<file path="src/design/rkuds_pkg.sv">
// ----------------------------------------------------------------------------
// rkuds_pkg
// Shared types and constants for the row k-nearest-neighbor selector.
// ----------------------------------------------------------------------------
package rkuds_pkg;

  localparam int unsigned ROW_MAX_DEF  = 64;
  localparam int unsigned ROW_MAX_LIM  = 1024;
  localparam int unsigned MAX_RESULTS  = 64;
  localparam int unsigned IDX_W        = 24;
  localparam int unsigned DIST_W       = 32;
  localparam int unsigned LIMIT_W      = 7;
  localparam int unsigned CFG_IDX_W    = 2;
  localparam int unsigned CFG_DATA_W   = 32;
  localparam int unsigned CNT_MAX_W    = $clog2(ROW_MAX_LIM + 1);
  localparam int unsigned ADDR_MAX_W   = $clog2(ROW_MAX_LIM);

  localparam logic [CFG_IDX_W-1:0] CFG_NEIGHBOR_LIMIT = 2'd0;
  localparam logic [CFG_IDX_W-1:0] CFG_COUNT_DISTINCT = 2'd1;
  localparam logic [CFG_IDX_W-1:0] CFG_TIE_TOLERANCE  = 2'd2;

  typedef struct packed {
    logic [CNT_MAX_W-1:0] count;
    logic [IDX_W-1:0]     row;
    logic                 overflow;
  } job_t;

  typedef struct packed {
    logic                  en;
    logic [ADDR_MAX_W-1:0] addr;
    logic [IDX_W-1:0]      column;
    logic [DIST_W-1:0]     distance;
  } wr_t;

  typedef struct packed {
    logic [LIMIT_W-1:0] neighbor_limit;
    logic               count_distinct;
    logic [DIST_W-1:0]  tie_tolerance;
  } cfg_t;

endpackage

</file>
<file path="src/design/rkuds_front.sv">
// ----------------------------------------------------------------------------
// rkuds_front
// Accepts row entries, writes them to the row buffer, issues a job per row.
// ----------------------------------------------------------------------------
module rkuds_front #(
  parameter int unsigned ROW_MAX = rkuds_pkg::ROW_MAX_DEF
) (
  input  logic                        clk_i,
  input  logic                        rst_ni,
  input  logic                        accept_i,
  input  logic [rkuds_pkg::IDX_W-1:0] row_index_i,
  input  logic [rkuds_pkg::IDX_W-1:0] column_index_i,
  input  logic [rkuds_pkg::DIST_W-1:0] distance_i,
  input  logic                        row_end_i,
  output rkuds_pkg::wr_t              wr_o,
  output logic                        push_o,
  output rkuds_pkg::job_t             job_o
);
  import rkuds_pkg::*;

  localparam int unsigned CW = $clog2(ROW_MAX + 1);
  localparam logic [CW-1:0] FULL = CW'(ROW_MAX);

  logic [CW-1:0]    cnt_q, cnt_d;
  logic [IDX_W-1:0] row_q, row_d;
  logic             ovf_q, ovf_d;
  logic [IDX_W-1:0] row_sel;
  logic             room;

  assign room    = (cnt_q < FULL);
  assign row_sel = (cnt_q == '0 && !ovf_q) ? row_index_i : row_q;

  always_comb begin
    cnt_d = cnt_q;
    ovf_d = ovf_q;
    row_d = row_q;
    wr_o  = '0;
    push_o = 1'b0;
    job_o = '0;
    if (accept_i) begin
      row_d = row_sel;
      if (room) begin
        wr_o.en       = 1'b1;
        wr_o.addr     = ADDR_MAX_W'(cnt_q);
        wr_o.column   = column_index_i;
        wr_o.distance = distance_i;
        cnt_d         = cnt_q + 1'b1;
      end else begin
        ovf_d = 1'b1;
      end
      if (row_end_i) begin
        push_o         = 1'b1;
        job_o.count    = CNT_MAX_W'(cnt_d);
        job_o.row      = row_sel;
        job_o.overflow = ovf_d;
        cnt_d          = '0;
        ovf_d          = 1'b0;
      end
    end
  end

  always_ff @(posedge clk_i or negedge rst_ni) begin
    if (!rst_ni) begin
      cnt_q <= '0;
      ovf_q <= 1'b0;
      row_q <= '0;
    end else begin
      cnt_q <= cnt_d;
      ovf_q <= ovf_d;
      row_q <= row_d;
    end
  end

endmodule

</file>
<file path="src/design/rkuds_jobq.sv">
// ----------------------------------------------------------------------------
// rkuds_jobq
// Single-entry job queue between the front and the selection engine.
// ----------------------------------------------------------------------------
module rkuds_jobq (
  input  logic            clk_i,
  input  logic            rst_ni,
  input  logic            push_i,
  input  rkuds_pkg::job_t job_i,
  input  logic            pop_i,
  output logic            valid_o,
  output rkuds_pkg::job_t job_o
);
  import rkuds_pkg::*;

  logic valid_q;
  job_t job_q;

  assign valid_o = valid_q;
  assign job_o   = job_q;

  always_ff @(posedge clk_i or negedge rst_ni) begin
    if (!rst_ni) begin
      valid_q <= 1'b0;
    end else if (push_i) begin
      valid_q <= 1'b1;
    end else if (pop_i) begin
      valid_q <= 1'b0;
    end
  end

  always_ff @(posedge clk_i) begin
    if (push_i) begin
      job_q <= job_i;
    end
  end

endmodule

</file>
<file path="src/design/rkuds_back.sv">
// ----------------------------------------------------------------------------
// rkuds_back
// Row buffer and selection engine: repeated minimum scans in stable order.
// ----------------------------------------------------------------------------
module rkuds_back #(
  parameter int unsigned ROW_MAX = rkuds_pkg::ROW_MAX_DEF
) (
  input  logic                         clk_i,
  input  logic                         rst_ni,
  input  rkuds_pkg::wr_t               wr_i,
  input  logic                         job_valid_i,
  input  rkuds_pkg::job_t              job_i,
  input  rkuds_pkg::cfg_t              cfg_i,
  output logic                         pop_o,
  output logic                         active_o,
  output logic                         out_valid_o,
  output logic [rkuds_pkg::IDX_W-1:0]  out_row_o,
  output logic [rkuds_pkg::IDX_W-1:0]  out_column_o,
  output logic [rkuds_pkg::DIST_W-1:0] out_distance_o,
  output logic                         out_last_o,
  output logic                         row_overflow_o
);
  import rkuds_pkg::*;

  localparam int unsigned CW = $clog2(ROW_MAX + 1);
  localparam int unsigned AW = $clog2(ROW_MAX);
  localparam int unsigned EW = $clog2(MAX_RESULTS + 1);
  localparam logic [EW-1:0] EMIT_CAP = EW'(MAX_RESULTS);

  typedef enum logic [2:0] {S_IDLE, S_SCAN, S_EVAL, S_FLUSH, S_DONE} state_e;

  logic [IDX_W+DIST_W-1:0] mem [ROW_MAX];
  logic [IDX_W+DIST_W-1:0] rd_q;

  state_e             state_q;
  logic [CW-1:0]      a_q;
  logic               v_q;
  logic [AW-1:0]      i_q;
  logic               found_q, have_last_q, have_prev_q, pend_q;
  logic [DIST_W-1:0]  best_d_q, last_d_q, prev_q;
  logic [IDX_W-1:0]   best_c_q;
  logic [AW-1:0]      best_i_q, last_i_q;
  logic [LIMIT_W-1:0] kept_q, uniq_q;
  logic [EW-1:0]      emit_q;
  logic [IDX_W-1:0]   pc_q;
  logic [DIST_W-1:0]  pd_q;

  logic [IDX_W-1:0]   rd_c;
  logic [DIST_W-1:0]  rd_d, diff;
  logic [CW-1:0]      n;
  logic               elig, better, issue;
  logic [LIMIT_W-1:0] count_now;

  assign rd_c   = rd_q[IDX_W+DIST_W-1:DIST_W];
  assign rd_d   = rd_q[DIST_W-1:0];
  assign n      = job_i.count[CW-1:0];
  assign issue  = (state_q == S_SCAN) && (a_q < n);
  assign elig   = !have_last_q || (rd_d > last_d_q) ||
                  ((rd_d == last_d_q) && (i_q > last_i_q));
  assign better = !found_q || (rd_d < best_d_q);
  assign diff   = (best_d_q >= prev_q) ? best_d_q - prev_q : prev_q - best_d_q;
  assign count_now = cfg_i.count_distinct ? uniq_q : kept_q;
  assign active_o  = (state_q != S_IDLE);
  assign pop_o     = (state_q == S_DONE);

  always_ff @(posedge clk_i) begin
    if (wr_i.en) begin
      mem[wr_i.addr[AW-1:0]] <= {wr_i.column, wr_i.distance};
    end
    if (issue) begin
      rd_q <= mem[a_q[AW-1:0]];
    end
  end

  always_ff @(posedge clk_i or negedge rst_ni) begin
    if (!rst_ni) begin
      state_q     <= S_IDLE;
      a_q         <= '0;
      v_q         <= 1'b0;
      i_q         <= '0;
      found_q     <= 1'b0;
      have_last_q <= 1'b0;
      have_prev_q <= 1'b0;
      pend_q      <= 1'b0;
      best_d_q    <= '0;
      best_c_q    <= '0;
      best_i_q    <= '0;
      last_d_q    <= '0;
      last_i_q    <= '0;
      prev_q      <= '0;
      kept_q      <= '0;
      uniq_q      <= '0;
      emit_q      <= '0;
      pc_q        <= '0;
      pd_q        <= '0;
      out_valid_o <= 1'b0;
      out_last_o  <= 1'b0;
      out_row_o      <= '0;
      out_column_o   <= '0;
      out_distance_o <= '0;
      row_overflow_o <= 1'b0;
    end else begin
      out_valid_o <= 1'b0;
      out_last_o  <= 1'b0;
      case (state_q)
        S_IDLE: begin
          if (job_valid_i) begin
            have_last_q <= 1'b0;
            have_prev_q <= 1'b0;
            pend_q      <= 1'b0;
            found_q     <= 1'b0;
            kept_q      <= '0;
            uniq_q      <= '0;
            emit_q      <= '0;
            a_q         <= '0;
            v_q         <= 1'b0;
            state_q     <= S_SCAN;
          end
        end
        S_SCAN: begin
          v_q <= issue;
          i_q <= a_q[AW-1:0];
          if (issue) begin
            a_q <= a_q + 1'b1;
          end
          if (v_q && elig && better) begin
            found_q  <= 1'b1;
            best_d_q <= rd_d;
            best_c_q <= rd_c;
            best_i_q <= i_q;
          end
          if (!issue && !v_q) begin
            state_q <= S_EVAL;
          end
        end
        S_EVAL: begin
          a_q     <= '0;
          found_q <= 1'b0;
          state_q <= S_SCAN;
          if (!found_q) begin
            state_q <= S_FLUSH;
          end else begin
            have_last_q <= 1'b1;
            last_d_q    <= best_d_q;
            last_i_q    <= best_i_q;
            if (best_c_q != job_i.row) begin
              if (count_now >= cfg_i.neighbor_limit) begin
                state_q <= S_FLUSH;
              end else begin
                if (pend_q) begin
                  out_valid_o    <= 1'b1;
                  out_row_o      <= job_i.row;
                  out_column_o   <= pc_q;
                  out_distance_o <= pd_q;
                  row_overflow_o <= job_i.overflow;
                end
                pend_q <= 1'b1;
                pc_q   <= best_c_q;
                pd_q   <= best_d_q;
                kept_q <= kept_q + 1'b1;
                emit_q <= emit_q + 1'b1;
                if (!have_prev_q || diff >= cfg_i.tie_tolerance) begin
                  uniq_q      <= uniq_q + 1'b1;
                  prev_q      <= best_d_q;
                  have_prev_q <= 1'b1;
                end
                if (emit_q + 1'b1 == EMIT_CAP) begin
                  state_q <= S_FLUSH;
                end
              end
            end
          end
        end
        S_FLUSH: begin
          if (pend_q) begin
            out_valid_o    <= 1'b1;
            out_last_o     <= 1'b1;
            out_row_o      <= job_i.row;
            out_column_o   <= pc_q;
            out_distance_o <= pd_q;
            row_overflow_o <= job_i.overflow;
          end
          pend_q  <= 1'b0;
          state_q <= S_DONE;
        end
        S_DONE: begin
          state_q <= S_IDLE;
        end
        default: begin
          state_q <= S_IDLE;
        end
      endcase
    end
  end

endmodule

</file>
<file path="src/design/row_knn_unique_distance_select_top.sv">
// ----------------------------------------------------------------------------
// row_knn_unique_distance_select_top
// Per-row k-nearest-neighbor selection with optional distinct-distance count.
//
//   channel   handshake                 payload
//   entry     start / busy              row_index_i column_index_i distance_i row_end_i
//   config    cfg_valid_i / cfg_ready_o cfg_index_i cfg_data_i
//   result    out_valid_o (strobe)      out_row_o out_column_o out_distance_o
//                                       out_last_o row_overflow_o
//
// Non-final entries are accepted while busy is low. A row end starts the
// selection engine; busy stays high until it finishes. Each selection pass
// scans the buffered row once through the buffer read port, with one pass
// per entry visited in order (self entries included) plus one closing pass
// when the row runs out; the engine also starts, flushes and releases.
// Reset clears all control state; the row buffer needs no clearing.
// Results are single-cycle strobes; the receiver cannot stall them.
// ----------------------------------------------------------------------------
module row_knn_unique_distance_select_top #(
  parameter int unsigned ROW_MAX = rkuds_pkg::ROW_MAX_DEF
) (
  input  logic                              clk_i,
  input  logic                              rst_ni,
  input  logic                              start,
  output logic                              busy,
  input  logic [rkuds_pkg::IDX_W-1:0]       row_index_i,
  input  logic [rkuds_pkg::IDX_W-1:0]       column_index_i,
  input  logic [rkuds_pkg::DIST_W-1:0]      distance_i,
  input  logic                              row_end_i,
  input  logic                              cfg_valid_i,
  output logic                              cfg_ready_o,
  input  logic [rkuds_pkg::CFG_IDX_W-1:0]   cfg_index_i,
  input  logic [rkuds_pkg::CFG_DATA_W-1:0]  cfg_data_i,
  output logic                              out_valid_o,
  output logic [rkuds_pkg::IDX_W-1:0]       out_row_o,
  output logic [rkuds_pkg::IDX_W-1:0]       out_column_o,
  output logic [rkuds_pkg::DIST_W-1:0]      out_distance_o,
  output logic                              out_last_o,
  output logic                              row_overflow_o
);
  import rkuds_pkg::*;

  cfg_t cfg_q;
  wr_t  wr;
  job_t job_in, job_out;
  logic push, pop, q_valid, active, accept;

  assign cfg_ready_o = 1'b1;
  assign busy        = q_valid || active;
  assign accept      = start && !busy;

  always_ff @(posedge clk_i or negedge rst_ni) begin
    if (!rst_ni) begin
      cfg_q.neighbor_limit <= LIMIT_W'(10);
      cfg_q.count_distinct <= 1'b0;
      cfg_q.tie_tolerance  <= '0;
    end else if (cfg_valid_i && cfg_ready_o) begin
      case (cfg_index_i)
        CFG_NEIGHBOR_LIMIT: cfg_q.neighbor_limit <= cfg_data_i[LIMIT_W-1:0];
        CFG_COUNT_DISTINCT: cfg_q.count_distinct <= cfg_data_i[0];
        CFG_TIE_TOLERANCE:  cfg_q.tie_tolerance  <= cfg_data_i[DIST_W-1:0];
        default: begin
        end
      endcase
    end
  end

  rkuds_front #(.ROW_MAX(ROW_MAX)) u_front (
    .clk_i, .rst_ni,
    .accept_i(accept),
    .row_index_i, .column_index_i, .distance_i, .row_end_i,
    .wr_o(wr), .push_o(push), .job_o(job_in)
  );

  rkuds_jobq u_jobq (
    .clk_i, .rst_ni,
    .push_i(push), .job_i(job_in), .pop_i(pop),
    .valid_o(q_valid), .job_o(job_out)
  );

  rkuds_back #(.ROW_MAX(ROW_MAX)) u_back (
    .clk_i, .rst_ni,
    .wr_i(wr), .job_valid_i(q_valid), .job_i(job_out), .cfg_i(cfg_q),
    .pop_o(pop), .active_o(active),
    .out_valid_o, .out_row_o, .out_column_o, .out_distance_o,
    .out_last_o, .row_overflow_o
  );

  a_out_when_busy: assert property (@(posedge clk_i) disable iff (!rst_ni)
    out_valid_o |-> busy) else $error("result outside a row job");

  a_last_ends: assert property (@(posedge clk_i) disable iff (!rst_ni)
    out_valid_o && out_last_o |=> !out_valid_o) else $error("result after last");

  a_no_write_busy: assert property (@(posedge clk_i) disable iff (!rst_ni)
    active |-> !wr.en) else $error("buffer written during selection");

endmodule
</file>
<file path="config.mk">
export PLATFORM = sky130hd
export DESIGN_NAME = row_knn_unique_distance_select_top
export DESIGN_NICKNAME = d
export VERILOG_FILES = /design/src/design/rkuds_pkg.sv /design/src/design/rkuds_front.sv /design/src/design/rkuds_jobq.sv /design/src/design/rkuds_back.sv /design/src/design/row_knn_unique_distance_select_top.sv
export SDC_FILE = /design/constraint.sdc
export NUM_CORES = 2
export LEC_CHECK = 0
export ABC_AREA = 1
export ABC_CLOCK_PERIOD_IN_PS = 7600
export BUFFER_PORTS_ARGS = -buffer_cell sky130_fd_sc_hd__buf_2
export CAP_MARGIN = 20
export CORE_MARGIN = 1
export CORE_UTILIZATION = 42
export DETAILED_ROUTE_END_ITERATION = 6
export GPL_ROUTABILITY_DRIVEN = 0
export SYNTH_ARGS = -nofsm -noshare
export SYNTH_HDL_FRONTEND = slang
export SYNTH_HIERARCHICAL = 1
export SYNTH_SLANG_ARGS = --single-unit
</file>
<file path="constraint.sdc">
create_clock -name clk_i -period 7.6 [get_ports clk_i]
set_input_delay 1.9 -clock clk_i [delete_from_list [all_inputs] [get_ports clk_i]]
set_output_delay 1.9 -clock clk_i [all_outputs]
set_load 0.005 [all_outputs]
</file>
==> impl_metrics.json <==
{
  "post_cts.resized_instances": 0,
  "timing.rr.end": "u_back/mem[62][14]",
  "fin_setup_tns_ns": 0,
  "setup_viol_count_final": 0,
  "chipHeight_um": 630,
  "synth-warning-count": 6,
  "most-common-layout-cells": "3672 x edfxtp_1, 1988 x nor2_1, 1974 x o21ai_0, 1450 x nand2_1, 666 x nand3_1",
  "initial_antenna_violation_count": 22,
  "post_drt_wl_per_cell_um": 27.2,
  "io_pins": 204,
  "vias_per_cell": 5.89,
  "cts_tree": "built",
  "number_of_clock_buffers_inserted_by_tritoncts": 416,
  "setup_repair_after_global_routing_missed_its_margin": "false",
  "timing.critical_path.max_delay_family": "simple AND/OR/NAND/NOR gates",
  "cts.sink_count": 4058,
  "setup.worst_path.start_class": "register",
  "drc": 0,
  "timing.final.crit_period_ns": 5.22,
  "transition_time_at_the_pin_with_the_least_slew_margin_ns": 1.26,
  "cts_htree_levels": 5,
  "startpoint": "u_back/state_q[0]",
  "timing.hold.ws_ns": 0.457,
  "syn_area_um2": 166000,
  "skew_ns": 0.0553,
  "timing.final.crit_share": 0.687,
  "timing.slew.headroom": 0.161,
  "preCtsSetupSlack_ns": 1.59,
  "placed_inst_area_um2": 173000,
  "maximum_number_of_pins_on_one_net_before_global_route_repair": 196,
  "clkLatencyLatePin_ns": 1.01,
  "layout-drive-gt1-share": 0.0939,
  "worst_path_largest_cell_delay_ns": 0.90,
  "rrSetupSlack_ns": 2.38,
  "finish.utilization": 0.476,
  "finalMaxSlewViolations": 0,
  "synthCells": 13389,
  "stdcell_area_um2": 187000,
  "intPower_mw": 42.8,
  "cp.depth": 13,
  "layout.cells.most_common": "edfxtp_1",
  "cap_violations": 0,
  "dr_total_vias": 111878,
  "share_comb_of_total_power": 0.331,
  "setup_slack_after_layout_ns": 2.38,
  "drtAntennaViolNets": 0,
  "globalRoute.totalOverflow": 0,
  "worst_vdd_ir_mv": 0.348,
  "critical_path.cell_chain": "nor2_1 > inv_1 > nor2_1 > inv_2 > or2_2 > nor2_4 > inv_8 > nor2_1 > inv_1 > nor2_1 > nand3_1 > nor2_4 > buf_4",
  "worst-endpoint-arrival_ns": 5.80,
  "initialDrtViolationCount": 15171,
  "clkTransAtPathRegs_ns": 0.06,
  "io_buffers": 202,
  "worst_setup_path_endpoint": "u_back/mem[62][14]",
  "overall_global_routing_usage": 0.252,
  "finalHoldViolCount": 0,
  "p_sw_frac": 0.378,
  "layout-area-overhead-vs-synth_pct": 12.7,
  "outcome": "finished, final reports clean",
  "r2r_cells": 13,
  "first_pass_iters": 6,
  "syn_area_per_cell_um2": 12.4,
  "fmax_mhz": 191,
  "critical_path.max_fanout": 30,
  "crit_path_top_delay_cell": "nor2_4",
  "initial_core_util": 0.422,
  "clk_root_buffer_cell": "clkbuf_16",
  "reg2reg_launch_point": "u_back/state_q[0]",
  "total_die_area_um2": 397000,
  "routed_wl_um": 516000,
  "grt_pass1_wl_um": 741000,
  "seq_power_share": 0.377,
  "critical_path_required_ns": 8.18,
  "vias_in_the_first_global_route": 104231,
  "total_nets_after_synthesis": 13695,
  "cellLeakagePower_nw": 65.9,
  "worst_min_delay_path_startpoint": "u_back/pd_q[31]",
  "hpwl_reported_at_the_end_of_detailed_placement_um": 293000,
  "switchingPower_mw": 26.1,
  "core-area_um2": 393000,
  "cts_post_setup_buffers_inserted": 0,
  "critical_path.n_buffers_inverters": 5,
  "clock_power_share": 0.292,
  "power_density_relative_to_cell_area_nw_per_um2": 369,
  "critical-path-top-cell-by-count": "nor2_1",
  "placement_rows": 230,
  "timing_worst_setup_path_type": "register to register",
  "num-nets-final": 13733,
  "holdBufCountCts": 0,
  "holdCritPathClass": "register to register",
  "clock_path_buffers": 4,
  "dieWidth_um": 630,
  "timing.critical_path.to_type": "register"
}
-- registers in the layout, summed over array words and instances (netlist names), 24 cells and up --
name,cells
u_jobq/job_o,32
cfg_q,40
u_front/row_q,24
u_back/rd_q,56
u_back/pd_q,32
u_back/mem,3584
u_back/out_row_o,24
u_back/out_column_o,24
u_back/prev_q,32
u_back/best_d_q,32
u_back/pc_q,24
u_back/last_d_q,32
u_back/out_distance_o,32
u_back/best_c_q,24
-- layer usage --
metal | track usage | routed length (um) | up-vias
met2 | 0.388 | 231000 | 5858
met3 | 0.0457 | 51500 | 871
met4 | 0.0977 | 21600 | 10
met5 | 0 | 76 | -
met1 | 0.356 | 211000 | 56044
li1 | - | - | 49095
-- stage by stage --
step	power, mW	cells
after CTS	68.7	18983
after detailed placement	48.7	18228
final	68.9	18993
after global placement	48.7	18228
after floorplan	40.7	13389
after global routing	72.1	18986
-- power by group through the flow --
stage / sequential (mW) / combinational [mW] / clock (mW)
floorplan: 26.1 / 14.6 / 0
global placement: 26.4 / 22.3 / 0
detailed placement: 26.5 / 22.3 / 0
CTS: 26.0 / 22.4 / 20.3
global route: 26.1 / 24.9 / 21.1
finish: 26.0 / 22.8 / 20.1
-- layout make-up --
class / instances / area [um2]
Multi-Input combinational cell: 8046 / 41300
Timing Repair Buffer: 508 / 4060
Tap cell: 5220 / 6530
Clock buffer: 529 / 11100
Fill cell: 34585 / 206000
Sequential cell: 4058 / 120000
Antenna cell: 9 / 22.5
Inverter: 397 / 1540
Clock inverter: 226 / 2160
-- worst min-delay path by stage --
stage | end | cells after the start
2_1_floorplan | u_back/row_overflow_o | 2
3_3_place_gp | cfg_q[34] | 2
5_1_grt | cfg_q[36] | 2
3_5_place_dp | u_back/out_distance_o[31] | 2
6_report | u_back/out_distance_o[31] | 2
4_1_cts | u_back/out_distance_o[31] | 2
-- tightest hold or removal path: stages, from the launching register on --
cell and delay, ns:
dfrtp_1 0.34, nand2_1 0.05, nand2_1 0.05
Note: power is estimated with default switching activity, not from simulation.
